==> src/design/cppr_pkg.sv <==
// Shared types, widths and codes of the code point page/range lookup.
package cppr_pkg;

    localparam int CP_W       = 21;
    localparam int SLOT_W     = 12;
    localparam int KEY_W      = 13;
    localparam int LEN_W      = 9;
    localparam int BASE_W     = 12;
    localparam int PIU_W      = 9;
    localparam int PAGE_SHIFT = 8;

    localparam int PAGE_DEPTH  = 256;
    localparam int RANGE_DEPTH = 1024;
    localparam int ENTRY_DEPTH = 4096;
    localparam int PAGE_AW     = $clog2(PAGE_DEPTH);
    localparam int RANGE_AW    = $clog2(RANGE_DEPTH);
    localparam int ENTRY_AW    = $clog2(ENTRY_DEPTH);

    // search window offsets (lo, hi, mid) never exceed a 9-bit count
    localparam int OFS_W = LEN_W;

    typedef enum logic [1:0] {
        KIND_LOAD_PAGE  = 2'd0,
        KIND_LOAD_RANGE = 2'd1,
        KIND_LOAD_ENTRY = 2'd2,
        KIND_LOOKUP     = 2'd3
    } t_kind;

    typedef struct packed {
        logic [KEY_W-1:0]    key;
        logic [RANGE_AW-1:0] rbase;
        logic [LEN_W-1:0]    rcount;
    } t_page;

    typedef struct packed {
        logic [CP_W-1:0]   first;
        logic [LEN_W-1:0]  len;
        logic [BASE_W-1:0] ebase;
    } t_range;

    // controller -> datapath
    typedef struct packed {
        logic wr_page;
        logic wr_range;
        logic wr_entry;
        logic pg_init;
        logic pg_step;
        logic rg_init;
        logic rg_step;
        logic en_read;
        logic fin_miss;
        logic fin_entry;
    } t_cmd;

    // datapath -> controller
    typedef struct packed {
        logic empty;
        logic pg_lt;
        logic pg_gt;
        logic rg_lt;
        logic rg_ge;
    } t_status;

endpackage

==> src/design/cppr_ctrl.sv <==
// Controller: issues table loads and sequences page search, range search and entry check.
module cppr_ctrl (
    input  logic              i_clk,
    input  logic              i_rst_n,
    input  logic              i_start,
    input  logic [1:0]        i_kind,
    input  cppr_pkg::t_status i_status,
    output cppr_pkg::t_cmd    o_cmd,
    output logic              o_busy,
    output logic              o_valid
);

    typedef enum logic [1:0] {
        S_IDLE,
        S_PAGE,
        S_RANGE,
        S_ENTRY
    } t_state;

    t_state r_state, n_state;
    logic   r_busy;
    logic   r_valid;

    always_comb begin
        o_cmd   = '0;
        n_state = r_state;
        case (r_state)
            S_IDLE: begin
                if (i_start) begin
                    case (i_kind)
                        cppr_pkg::KIND_LOAD_PAGE:  o_cmd.wr_page  = 1'b1;
                        cppr_pkg::KIND_LOAD_RANGE: o_cmd.wr_range = 1'b1;
                        cppr_pkg::KIND_LOAD_ENTRY: o_cmd.wr_entry = 1'b1;
                        cppr_pkg::KIND_LOOKUP: begin
                            o_cmd.pg_init = 1'b1;
                            n_state       = S_PAGE;
                        end
                        default: ;
                    endcase
                end
            end
            S_PAGE: begin
                if (i_status.empty) begin
                    o_cmd.fin_miss = 1'b1;
                    n_state        = S_IDLE;
                end else if (i_status.pg_lt || i_status.pg_gt) begin
                    o_cmd.pg_step = 1'b1;
                end else begin
                    o_cmd.rg_init = 1'b1;
                    n_state       = S_RANGE;
                end
            end
            S_RANGE: begin
                if (i_status.empty) begin
                    o_cmd.fin_miss = 1'b1;
                    n_state        = S_IDLE;
                end else if (i_status.rg_lt || i_status.rg_ge) begin
                    o_cmd.rg_step = 1'b1;
                end else begin
                    o_cmd.en_read = 1'b1;
                    n_state       = S_ENTRY;
                end
            end
            S_ENTRY: begin
                o_cmd.fin_entry = 1'b1;
                n_state         = S_IDLE;
            end
            default: n_state = S_IDLE;
        endcase
    end

    always_ff @(posedge i_clk) begin
        if (!i_rst_n) begin
            r_state <= S_IDLE;
            r_busy  <= 1'b0;
            r_valid <= 1'b0;
        end else begin
            r_state <= n_state;
            r_busy  <= (n_state != S_IDLE);
            r_valid <= o_cmd.fin_miss || o_cmd.fin_entry;
        end
    end

    assign o_busy  = r_busy;
    assign o_valid = r_valid;

endmodule

==> config.mk <==
export PLATFORM = sky130hd
export DESIGN_NAME = cppr_ctrl
export DESIGN_NICKNAME = d
export VERILOG_FILES = /design/src/design/cppr_pkg.sv /design/src/design/cppr_ctrl.sv
export SDC_FILE = /design/constraint.sdc
export NUM_CORES = 1
export LEC_CHECK = 0
export BUFFER_PORTS_ARGS = -buffer_cell sky130_fd_sc_hd__clkbuf_2
export CORE_AREA = 2 2 39 41
export DETAILED_ROUTE_END_ITERATION = 10
export DIE_AREA = 0 0 41 43
export PLACE_DENSITY_LB_ADDON = 0.2
export SETUP_SLACK_MARGIN = 0.2
export SYNTH_ARGS = -nofsm -noshare
export SYNTH_HDL_FRONTEND = slang
export SYNTH_SLANG_ARGS = --single-unit
==> constraint.sdc <==
create_clock -name i_clk -period 3.25 [get_ports i_clk]
set_clock_uncertainty 0.15 [all_clocks]
set_input_delay 0.4875 -clock i_clk [delete_from_list [all_inputs] [get_ports i_clk]]
set_output_delay 0.4875 -clock i_clk [all_outputs]
set_load 0.01 [all_outputs]
==> run metrics <==
number of routed nets with antenna violations=0; Initial Util=24.0%; clk_lat worst skew=0.23 ns; crit path capture type=output port; top cells by count, synth=inv_1 (5), dfxtp_1 (4), ha_1 (4), nor2_1 (4), nor3_1 (3); CTS tree=done; Post-synth EDFFs=0; Placed Area=457 µm²; cells on worst reg2reg path=5; FP Rows=14; post-layout util=34.6%; Total GRT Usage=10.3%; Critical Path Source Type=flip-flop; Layout area overhead=44.5%; H-tree depth=1; Hold Vio Cnt, Final=0; Worst EP arrival=1.40 ns; critical path required time=2.61 ns; post-cts sizing count=0; final setup vio count=0; Synth Flop Type=dfxtp_1; Final min period=2.04 ns; Slew Viols, Final=0; Post-Syn Instances=36; antenna cells=0; CTS buffer count=3; share of layout cells above drive strength 1=48.3%; Synth area leader=dfxtp_1; DRT Pass-1 Iters=2; finished layout cell area=479 µm²; Yosys top cell area share=24.2%; number of distinct library cells after synthesis=20; Sink Count=4; leakage=0.238 nW; HP Class=primary input to flip-flop; initial antenna violation count=0; Syn Nets=50; Starting DRT DRC Count=2; # DRC=0; status=finished, final reports clean; RSZ-0062 raised after global routing=false; number of synthesized register bits=4; Max VDD drop=0.113 mV; post-CTS setup buffer count=0; Slew @ Worst Pin=0.327 ns; gpl congestion=0.697; setup TNS=0 ns; PortBufs=21; Post-Syn Area=332 µm²; dpl hpwl=667 µm; grt ovf=0; Die Y=43 µm; CP startpoint=r_state[1]; grt met1 use=11.8%; gr busiest metal=met2; crit path to=o_cmd[8]; via count=351; hold buffers post-CTS=0; r2r setup slk=1.51 ns; MaxCap Viol Count=0; met3 usage=4.71%; top-count cell post-synth=inv_1; core area=1380 µm²; FFs w/ async S/R, synth=0%; Die X=41 µm; CP max FO=5; vias in the first global route=317; met2 usage=15.0%; routed len/inst=10.0 µm; Yosys Warn Count=0; Worst slew margin=78.2%; first-pass GRT wire length=1220 µm; CTS clock-pin slew for the worst setup and hold paths=0.04 ns; synth top area cells=dfxtp_1 (24%), ha_1 (15%), nor4b_4 (7.2%); wirelength, routed=763 µm; Root Buffer=clkbuf_4; via density per instance=4.62; final layout net count=76; reg-to-reg startpoint=r_state[0]; reg2reg end=o_busy; CTS Buffer Depth=2; largest net degree at the start of global routing=8; f_max=490 MHz; sequential area share after synthesis=24.2%; fin crit share=62.8%; Syn Area/Cell=9.21 µm²; IO Pins=22; die area=1760 µm²; Crit Path Class=flip-flop to output port; Power Density=433 nW/µm²
[metal layers]
layer / vias to the layer above / share of wire, %
met5: - / 0
met1: 156 / 41
met4: 0 / 0
met3: 0 / 7.5
li1: 180 / -
met2: 15 / 52
[state kept, by name, summed over array words and instances, names as in the netlist]
signal,count
r_state,2
o_busy,1
o_valid,1
[report_power, final]
group          leakage, nW  internal (mW)  switching (mW)
Sequential          0.0327         0.0578         0.00533
Combinational        0.192         0.0394          0.0441
Clock               0.0138         0.0412          0.0194
Total                0.238          0.138          0.0689
[worst min-delay path by stage]
| stage | endpoint | slack, ns | depth (start not counted) | from |
|---|---|---|---|---|
| final | o_valid | 0.32 | 2 | i_rst_n |
| after global routing | o_valid | 0.33 | 2 | i_rst_n |
| after CTS | o_valid | 0.32 | 2 | i_rst_n |
| after detailed placement | r_state[0] | 0.52 | 2 | r_state[0] |
| after global placement | r_state[0] | 0.50 | 2 | r_state[0] |
| after floorplan | r_state[0] | 0.41 | 2 | r_state[0] |
[cell usage in the layout, fill, tap and decap left out, types with 2 or more instances in the layout]
cell type,n
nor3b_1,2
nor2_1,4
dfxtp_1,4
clkbuf_4,3
nor3_1,3
clkbuf_2,21
ha_1,4
inv_1,5
[cell type report]
type | count | area, µm²
inverter | 5 | 18.8
tap | 16 | 20.0
multi-input combinational | 27 | 233
fill | 157 | 905
clock buffer | 3 | 22.5
timing repair buffer | 21 | 105
sequential | 4 | 80.1
[worst max-delay path, cell delays in order (launching register included)]
cell and delay (ns):
dfxtp_1 0.33, inv_1 0.11, ha_1 0.26, nand2_1 0.12, nor3b_1 0.20, clkbuf_2 0.16
[metrics by stage]
| stage | power, mW | cells | setup slack [ns] | hold WS (ns) |
|---|---|---|---|---|
| global placement | 0.151 | 73 | 1.34 | 0.498 |
| floorplan | 0.119 | 36 | 1.57 | 0.410 |
| finish | 0.207 | 76 | 1.21 | 0.324 |
| global route | 0.225 | 76 | 1.05 | 0.332 |
| detailed placement | 0.148 | 73 | 1.38 | 0.523 |
| CTS | 0.212 | 76 | 1.18 | 0.319 |
[cells by family after synthesis]
family                   synth area share [%]
AO/OA/AOI/OAI                            17.4
buffers and inverters                    5.66
flip-flops                               24.2
adder cells (fa/ha/maj)                  15.1
AND/OR/NAND/NOR                          37.7
No activity file was read; power rests on OpenSTA's default activity.
